`config.mk`:
```
export PLATFORM = sky130hd
export DESIGN_NAME = adler_checksum_deferred_mod_unit
export DESIGN_NICKNAME = d
export VERILOG_FILES = /design/src/rtl/acdm_pkg.sv /design/src/rtl/adler_checksum_deferred_mod_unit.sv
export SDC_FILE = /design/constraint.sdc
export NUM_CORES = 1
export LEC_CHECK = 0
export BUFFER_PORTS_ARGS = -buffer_cell sky130_fd_sc_hd__buf_2
export CORE_ASPECT_RATIO = 0.5
export CORE_MARGIN = 2
export CORE_UTILIZATION = 35
export CTS_BUF_LIST = sky130_fd_sc_hd__clkbuf_16
export CTS_CLUSTER_SIZE = 30
export DETAILED_ROUTE_END_ITERATION = 12
export PLACE_DENSITY = 0.48
export RECOVER_POWER = 100
export SETUP_SLACK_MARGIN = 0.05
export SKIP_LAST_GASP = 1
export SLEW_MARGIN = 20
export SYNTH_ARGS = -nofsm -noshare
export SYNTH_HDL_FRONTEND = slang
export SYNTH_SLANG_ARGS = --single-unit
export TNS_END_PERCENT = 50
```
`constraint.sdc`:
```
create_clock -name clk -period 37.1 [get_ports clk]
set_clock_uncertainty 0.15 [all_clocks]
set_input_delay 7.42 -clock clk [delete_from_list [all_inputs] [get_ports clk]]
set_output_delay 7.42 -clock clk [all_outputs]
set_load 0.01 [all_outputs]
```
`src/rtl/acdm_pkg.sv`:
```
`default_nettype none
// ---------------------------------------------------------------------------
// acdm_pkg
// Constants and the modulo-65521 reduction shared by the checksum block.
// ---------------------------------------------------------------------------
package acdm_pkg;

  // Checksum modulus and the half-word mask
  localparam logic [15:0] ADLER_MOD = 16'hfff1;
  localparam logic [15:0] HALF_MASK = 16'hffff;
  // 2^16 mod 65521
  localparam logic [4:0]  FOLD_MUL  = 5'd15;

  typedef logic [31:0] sum_t;

  // Reduce a 32-bit value modulo 65521: two folds of 2^16 == 15, then one
  // conditional subtract (the second fold stays below twice the modulus).
  function automatic logic [15:0] mod_adler(input sum_t x);
    logic [19:0] fold1;
    logic [16:0] fold2;
    logic [16:0] diff;
    fold1 = 20'(x[31:16]) * 20'(FOLD_MUL) + 20'(x[15:0]);
    fold2 = 17'(fold1[19:16]) * 17'(FOLD_MUL) + 17'(fold1[15:0]);
    diff  = fold2 - 17'(ADLER_MOD);
    if (fold2 >= 17'(ADLER_MOD)) begin
      return diff[15:0];
    end
    return fold2[15:0];
  endfunction

endpackage
`default_nettype wire

```
`src/rtl/adler_checksum_deferred_mod_unit.sv`:
```
`default_nettype none
// ---------------------------------------------------------------------------
// adler_checksum_deferred_mod_unit
// Streaming Adler-32 style checksum, one byte per cycle, deferred modulo.
// ---------------------------------------------------------------------------
// Usage:
//   Input channel (in_valid / in_stall / in_data_byte / in_last_byte) takes
//   one message byte per transfer; in_last_byte marks the final byte.
//   Output channel (out_valid / out_stall / out_checksum) carries one
//   checksum per message, produced on its last byte.
//   cfg_wr_en / cfg_wr_data write the seed (previous checksum); a new seed
//   takes effect at the start of the next message. Write it while idle.
// Timing:
//   A byte is captured in an input register and folded into the sums as it
//   leaves; a last byte also loads the result register that presents the
//   checksum. Throughput is one byte per cycle while no last byte waits on
//   a stalled result, set by the single add/add/fold path for both sums.
// Reset and stall:
//   Reset loads the seed with 1 and arms the start of a new message.
//   While out_stall holds a checksum, bytes other than a last byte keep
//   flowing; a last byte waits in the input register, raising in_stall.
// ---------------------------------------------------------------------------
module adler_checksum_deferred_mod_unit
  import acdm_pkg::*;
#(
  parameter int REDUCE_INTERVAL = 5552
) (
  input  wire logic        clk,
  input  wire logic        rst_n,
  input  wire logic        cfg_wr_en,
  input  wire logic [31:0] cfg_wr_data,
  input  wire logic        in_valid,
  output logic             in_stall,
  input  wire logic [7:0]  in_data_byte,
  input  wire logic        in_last_byte,
  output logic             out_valid,
  input  wire logic        out_stall,
  output logic [31:0]      out_checksum
);

  localparam int POS_W = (REDUCE_INTERVAL > 1) ? $clog2(REDUCE_INTERVAL) : 1;
  localparam logic [POS_W-1:0] POS_LAST = POS_W'(REDUCE_INTERVAL - 1);

  logic [31:0]      seed_r;
  logic             s1_valid_r, s1_valid_nxt;
  logic [7:0]       s1_byte_r;
  logic             s1_last_r;
  sum_t             low_r, low_nxt;
  sum_t             high_r, high_nxt;
  logic [POS_W-1:0] pos_r, pos_nxt;
  logic             first_r, first_nxt;
  logic             out_valid_r, out_valid_nxt;
  logic [31:0]      out_checksum_r;

  logic             in_xfer;
  logic             adv;
  logic             out_free;
  sum_t             base_low, base_high, low_add, high_add;
  logic [POS_W-1:0] pos_cur;
  logic             do_reduce;

  // Handshake: a last byte waits only for room in the result register
  assign out_free = !out_valid_r || !out_stall;
  assign adv      = s1_valid_r && (!s1_last_r || out_free);
  assign in_stall = s1_valid_r && !adv;
  assign in_xfer  = in_valid && !in_stall;

  assign s1_valid_nxt = in_xfer ? 1'b1 : (adv ? 1'b0 : s1_valid_r);

  // Sum update: load seed at message start, add, reduce at block/message end
  always_comb begin
    base_low  = first_r ? {16'h0, seed_r[15:0] & HALF_MASK} : low_r;
    base_high = first_r ? {16'h0, seed_r[31:16] & HALF_MASK} : high_r;
    pos_cur   = first_r ? '0 : pos_r;
    low_add   = base_low + {24'h0, s1_byte_r};
    high_add  = base_high + low_add;
    do_reduce = !first_r && ((pos_cur == '0) || s1_last_r);
    low_nxt   = do_reduce ? {16'h0, mod_adler(low_add)} : low_add;
    high_nxt  = do_reduce ? {16'h0, mod_adler(high_add)} : high_add;
    pos_nxt   = (pos_cur == POS_LAST) ? '0 : pos_cur + POS_W'(1);
    first_nxt = s1_last_r;
  end

  // Result register: load on a last byte, drop once transferred
  assign out_valid_nxt = (adv && s1_last_r) ? 1'b1 : (out_stall ? out_valid_r : 1'b0);

  // Control registers
  always_ff @(posedge clk) begin
    if (!rst_n) begin
      seed_r      <= 32'h1;
      s1_valid_r  <= 1'b0;
      pos_r       <= '0;
      first_r     <= 1'b1;
      out_valid_r <= 1'b0;
    end else begin
      if (cfg_wr_en) begin
        seed_r <= cfg_wr_data;
      end
      s1_valid_r  <= s1_valid_nxt;
      out_valid_r <= out_valid_nxt;
      if (adv) begin
        pos_r   <= pos_nxt;
        first_r <= first_nxt;
      end
    end
  end

  // Payload registers
  always_ff @(posedge clk) begin
    if (in_xfer) begin
      s1_byte_r <= in_data_byte;
      s1_last_r <= in_last_byte;
    end
    if (adv) begin
      low_r  <= low_nxt;
      high_r <= high_nxt;
    end
    if (adv && s1_last_r) begin
      out_checksum_r <= {high_nxt[15:0], 16'h0} | low_nxt;
    end
  end

  assign out_valid    = out_valid_r;
  assign out_checksum = out_checksum_r;

  // Assertions
  a_last_rearms: assert property (@(posedge clk) disable iff (!rst_n)
    adv && s1_last_r |=> first_r)
    else $error("message start not armed after last byte");

  a_pos_range: assert property (@(posedge clk) disable iff (!rst_n)
    pos_r <= POS_LAST)
    else $error("block position out of range");

  a_out_source: assert property (@(posedge clk) disable iff (!rst_n)
    $rose(out_valid_r) |-> $past(adv && s1_last_r))
    else $error("result raised without a last byte");

  a_stall_cause: assert property (@(posedge clk) disable iff (!rst_n)
    in_stall |-> (s1_valid_r && s1_last_r && out_valid_r && out_stall))
    else $error("input stalled without a blocked result");

endmodule
`default_nettype wire

```
; After elaboration in Yosys (flattened, before gate mapping)
; Index checks and enable logic that the tools add are counted.
[op_classes]
add_sub_neg = 9
n_mul = 4
order_cmp = 2
n_eq_ne = 2
n_mux = 16
n_bitwise = 1
n_reduce_logical = 16
[op_table]
columns = cell, n
row1 = 32-bit 2-to-1 mux, 3
row2 = 16-bit 2-to-1 mux, 5
row3 = 20-bit by 16-bit adder with 20-bit output, 2
row4 = "16-bit by 4-bit multiplier with 20-bit output, second input constant", 2
row5 = 8-bit by 16-bit adder with 17-bit output, 2
row6 = "17-bit by 16-bit >= comparator with 1-bit output, second input constant", 2
row7 = 32-bit adder, 1
row8 = 32-bit by 8-bit adder with 32-bit output, 1
row9 = 32-bit OR, 1
row10 = "16-bit subtractor, second input constant", 2
row11 = 13-bit 2-to-1 mux, 2
row12 = "4-bit by 4-bit multiplier with 8-bit output, second input constant", 2
row13 = "13-bit by 1-bit adder with 13-bit output, second input constant", 1
row14 = "13-bit == test, second input constant", 1
row15 = 13-bit logical NOT, 1
row16 = 1-bit logical NOT, 6
row17 = 1-bit 2-to-1 mux, 6
row18 = 1-bit logical AND, 5
row19 = 1-bit logical OR, 3
row20 = "2-bit by 1-bit != test with 1-bit output, second input constant", 1
row21 = 2-bit nonzero test, 1
[word_totals]
regBits = 153
inputBits = 46

; Longest topological paths before layout
[logic_depth]
word_depth = 12
ltp_mapped = 66

; Worst setup path after synthesis
; No wires, ideal clock.
[synth_timing]
path_kind = input port to output port
start = input port out_stall
end = output port in_stall
t_arrival_ns = 7.734
required_ns = 29.530
setup_slack_ns = 21.796
cell_stages = 2
path_cell_list = nand3_1 > nor2_1
[synth_between]
elab_chain_len = 6
[synth_lines]
columns = element, line
row1 = "start, declared", adler_checksum_deferred_mod_unit.sv:37  ; input wire logic out_stall,
row2 = 1-bit logical NOT, adler_checksum_deferred_mod_unit.sv:63  ; assign out_free = !out_valid_r || !out_stall;
row3 = 1-bit logical OR, adler_checksum_deferred_mod_unit.sv:63
row4 = 1-bit logical OR, adler_checksum_deferred_mod_unit.sv:64  ; assign adv = s1_valid_r && (!s1_last_r || out_free);
row5 = 1-bit logical AND, adler_checksum_deferred_mod_unit.sv:64
row6 = 1-bit logical NOT, adler_checksum_deferred_mod_unit.sv:65  ; assign in_stall = s1_valid_r && !adv;
row7 = 1-bit logical AND, adler_checksum_deferred_mod_unit.sv:65
row8 = "end, declared", adler_checksum_deferred_mod_unit.sv:33  ; output logic in_stall,
; Every way passes these cells.

; Worst setup path in the final report
[layout_timing]
start = register first_r
end = register out_checksum_r[26], in the netlist out_checksum[26] (data pin)
[layout_between]
elab_chain_len = 12
elab_cells_between_ends = 21
classes_between = add/sub (5) / mul (2) / order compare (1) / mux (8) / bitwise (1) / reduce/logical (4)
[layout_lines]
columns = element, line
row1 = "start, declared", adler_checksum_deferred_mod_unit.sv:51  ; logic first_r, first_nxt;
row2 = "start signal, assigned", adler_checksum_deferred_mod_unit.sv:103  ; first_r <= first_nxt;
row3 = 32-bit 2-to-1 mux, adler_checksum_deferred_mod_unit.sv:72  ; base_low = first_r ? {16'h0, seed_r[15:0] & HALF_MASK} : low_r;
row4 = 32-bit by 8-bit adder with 32-bit output, adler_checksum_deferred_mod_unit.sv:75  ; low_add = base_low + {24'h0, s1_byte_r};
row5 = 32-bit adder, adler_checksum_deferred_mod_unit.sv:76  ; high_add = base_high + low_add;
row6 = 16-bit by 4-bit multiplier with 20-bit output, acdm_pkg.sv:22  ; fold1 = 20'(x[31:16]) * 20'(FOLD_MUL) + 20'(x[15:0]);
row7 = 20-bit by 16-bit adder with 20-bit output, acdm_pkg.sv:22
row8 = 4-bit by 4-bit multiplier with 8-bit output, acdm_pkg.sv:23  ; fold2 = 17'(fold1[19:16]) * 17'(FOLD_MUL) + 17'(fold1[15:0]);
row9 = 8-bit by 16-bit adder with 17-bit output, acdm_pkg.sv:23
row10 = 16-bit subtractor / 17-bit by 16-bit >= comparator with 1-bit output (equally long branches), "acdm_pkg.sv:24, acdm_pkg.sv:25"
row11 = 16-bit 2-to-1 mux / 1-bit 2-to-1 mux (equally long branches), acdm_pkg.sv:25  ; if (fold2 >= 17'(ADLER_MOD)) begin
row12 = 16-bit 2-to-1 mux, acdm_pkg.sv:28  ; return fold2[15:0];
row13 = 16-bit 2-to-1 mux (*), adler_checksum_deferred_mod_unit.sv:79  ; high_nxt = do_reduce ? {16'h0, mod_adler(high_add)} : high_add;
row14 = via high_nxt[10], adler_checksum_deferred_mod_unit.sv:49  ; sum_t high_r, high_nxt;
row15 = 32-bit OR (*), adler_checksum_deferred_mod_unit.sv:119  ; out_checksum_r <= {high_nxt[15:0], 16'h0} | low_nxt;
row16 = "end signal, assigned", adler_checksum_deferred_mod_unit.sv:119
row17 = "end, declared", adler_checksum_deferred_mod_unit.sv:53  ; logic [31:0] out_checksum_r;
; The timed path passes the listed nets; every way through them passes the cells marked *. The select of a mux whose other input is x is not followed.
; A chain may end at the register's enable or synchronous reset.

==> impl_metrics.env <==
export IMPL_critical_path_class="register to register"
export IMPL_post_synth_xor_area_fraction_pct=8.29
export IMPL_dp_cells=2259
export IMPL_gp_congestion=0.850
export IMPL_drt_met1_wl_um=21300
export IMPL_synth_compound_area_share_pct=15.4
export IMPL_nets=1975
export IMPL_clk_latency_ns=0.46
export IMPL_stdcell_count=2291
export IMPL_avgSynthCellArea_um2=9.50
export IMPL_dr_first_iter_drc_count=617
export IMPL_yosysTopAreaCell="edfxtp_1"
export IMPL_violations="max-capacitance violations, max-slew violations"
export IMPL_hpwlAfterDp_um=32500
export IMPL_layout_drive_gt1_share_pct=8.34
export IMPL_clock_sinks=153
export IMPL_wl_met2_um=18100
export IMPL_grt_overflow=0
export IMPL_synthSimpleGateAreaFrac_pct=15.7
export IMPL_cp_end_kind="register"
export IMPL_min_period_ns=17.30
export IMPL_post_cts_setup_buffers=0
export IMPL_start_kind="register"
export IMPL_synthCells=1624
export IMPL_critical_path_max_stage_delay_ns=2.69
export IMPL_path_buf_inv=6
export IMPL_cts_buffer_depth=2
export IMPL_n_fill_cell=4405
export IMPL_first_global_vias=11500
export IMPL_powerDensity_nw_per_um2=90.4
export IMPL_synth_area_um2=15400
export IMPL_postLayoutCellArea_um2=17000
export IMPL_boundaryPins=80
export IMPL_clockRootBuffer="clkbuf_16"
export IMPL_worst_slew_pin_slew_ns=4.02
export IMPL_yosys_warnings=0
export IMPL_drv_slew=300
export IMPL_cp_arrival_ns=17.35
export IMPL_grt_pass1_wl_um=65100
export IMPL_numCtsBuffers=17
export IMPL_fin_setup_tns_ns=0
export IMPL_regArea_um2=4110
export IMPL_dr_wl_met3_um=1150
export IMPL_finalHoldViolations=0
export IMPL_clkTransAtPathRegs_ns=0.07
export IMPL_cp_top_family="compound AO/OA/AOI/OAI gates"
export IMPL_core_area_um2=43500
export IMPL_setup_viol=0
export IMPL_irDropWorstVdd_mv=0.0950
export IMPL_rows=54
export IMPL_via_per_inst=5.03
export IMPL_maxUsedRoutingLayer="met4"
export IMPL_multi_input_area_um2=10400
export IMPL_grt_antenna_before_repair=0
export IMPL_wire_per_inst_um=18.0
export IMPL_min_delay_path_class="register to register"
export IMPL_synth_area_mux_share_pct=4.70
export IMPL_placement_io_buffers=79
export IMPL_cpMostUsedCell="a21oi_1"
export IMPL_start_util_pct=35.5
export IMPL_maxCapViolCount=6
export IMPL_dieArea_um2=45900
export IMPL_synth_top_family_by_area="adder cells"
export IMPL_synth_area_leaders="edfxtp_1, ha_1, fa_1"
export IMPL_async_flop_share_pct=0
export IMPL_p_leak_nw=7.61
export IMPL_cts_resized=0
export IMPL_totalWireLength_um=41300
export IMPL_area_growth_syn_to_layout_pct=9.87
export IMPL_cts_max_level=4
export IMPL_grt_max_degree=78
export IMPL_synth_edff_count=105
export IMPL_final_cell_mix="inv_1, ha_1, nor2_1, edfxtp_1, xnor2_1"
export IMPL_grt_usage_pct=18.3
export IMPL_status="complete, but fails checks"
export IMPL_antenna_left=0
export IMPL_fin_util_pct=39.0
export IMPL_rsz0062_at_grt="false"
export IMPL_first_pass_iters=5
export IMPL_vias=11500
export IMPL_fin_total_pwr_mw=1.53
export IMPL_final_common_cell="inv_1"
export IMPL_hold_buffers=0
export IMPL_synth_fa_ha_area_share_pct=24.0
export IMPL_ys_seq_area_share_pct=26.7
export IMPL_insertedDiodeCount=0
export IMPL_synth_top_area_share_pct=20.4
export IMPL_yosys_most_used_dff="edfxtp_1"
export IMPL_ys_types=93
export IMPL_syn_nets=1909
export IMPL_max_slew_margin_rel_pct=-168
export IMPL_fmax_mhz=57.8
export IMPL_die_h_um=152
export IMPL_die_w_um=301
export IMPL_worstPathRequired_ns=37.15
export IMPL_dpl_cell_area_um2=16500
export IMPL_drc_errors=0
export IMPL_post_route_period_util_pct=46.6
export IMPL_cts_tree="done"
export IMPL_crit_fanout=77
export IMPL_cp_slowest_cell="clkbuf_1"
export IMPL_synth_seq_cells=153
-- synth_stat cells, types with 9 or more instances --
cell type	count
inv_1	159
ha_1	150
edfxtp_1	105
nor2_1	104
xnor2_1	92
fa_1	89
nand2_1	86
a21oi_1	85
nor2b_1	74
o21ai_0	58
xor2_1	54
dfxtp_1	48
mux2i_1	44
a21o_1	37
clkbuf_1	32
nand2b_1	31
nand3_1	31
nor3_1	26
mux2_2	24
and3_1	22
and2_1	18
a31oi_1	16
o21a_1	15
o21bai_1	14
o21ai_1	11
a211oi_1	10
buf_1	9
o211ai_1	9
-- report_power, final --
part / switching (mW) / total, mW / leakage [nW] / internal, mW
combinational: 0.696 / 1.13 / 5.92 / 0.432
sequential: 0.00734 / 0.220 / 1.39 / 0.213
clock: 0.0871 / 0.184 / 0.299 / 0.0970
total: 0.791 / 1.53 / 7.61 / 0.742
-- layer usage --
layer	track usage [%]	vias up
li1	-	5828
met1	26.6	5501
met2	28.5	162
met3	2.27	40
met4	4.98	0
met5	0	-
-- cell type report --
class	count	area share, %
Multi-Input combinational cell	1261	61.6
Sequential cell	153	24.3
Tap cell	588	4.34
Inverter	162	3.59
Timing Repair Buffer	95	2.68
Clock buffer	17	2.51
Clock inverter	15	1.06
-- worst reg2reg max path, delay by kind of cell, from the launching register on --
kind | cells | cell delay [ns]
buffers and inverters | 6 | 2.96
multiplexers | 1 | 0.49
flip-flops | 1 | 0.88
adder cells (fa/ha/maj) | 8 | 3.52
AO/OA/AOI/OAI | 19 | 4.68
AND/OR/NAND/NOR | 9 | 3.13
XOR/XNOR | 4 | 1.23
-- sequential cells by signal (all words and copies together), names as in the netlist --
name,flops
seed_r,32
out_checksum,32
s1_byte_r,8
s1_valid_r,1
low_r,32
first_nxt,1
high_r,32
out_valid,1
pos_r,13
first_r,1
-- through the flow --
step | setup WS (ns) | hold slack (ns)
global placement | 21.61 | 0.325
detailed placement | 21.59 | 0.322
CTS | 21.59 | 0.332
floorplan | 21.80 | 0.286
global route | 18.31 | 0.387
finish | 19.80 | 0.329
-- cell families after synthesis --
kind of cell,after synthesis
muxes,69
adders and majority gates,244
xor gates and xnor gates,146
and+or+nand+nor,459
AOI/OAI and AO/OA,343
DFF,153
buffers and inverters,210
-- worst paths after layout --
kind | startpoint | to | slack (ns) | cells after the start
max | first_r | out_checksum[26] | 19.80 | 47
min reg2reg | pos_r[8] | pos_r[8] | 0.33 | 2
min | pos_r[8] | pos_r[8] | 0.33 | 2
max reg2reg | first_r | out_checksum[26] | 19.80 | 47
(Power assumes the default switching activity.)
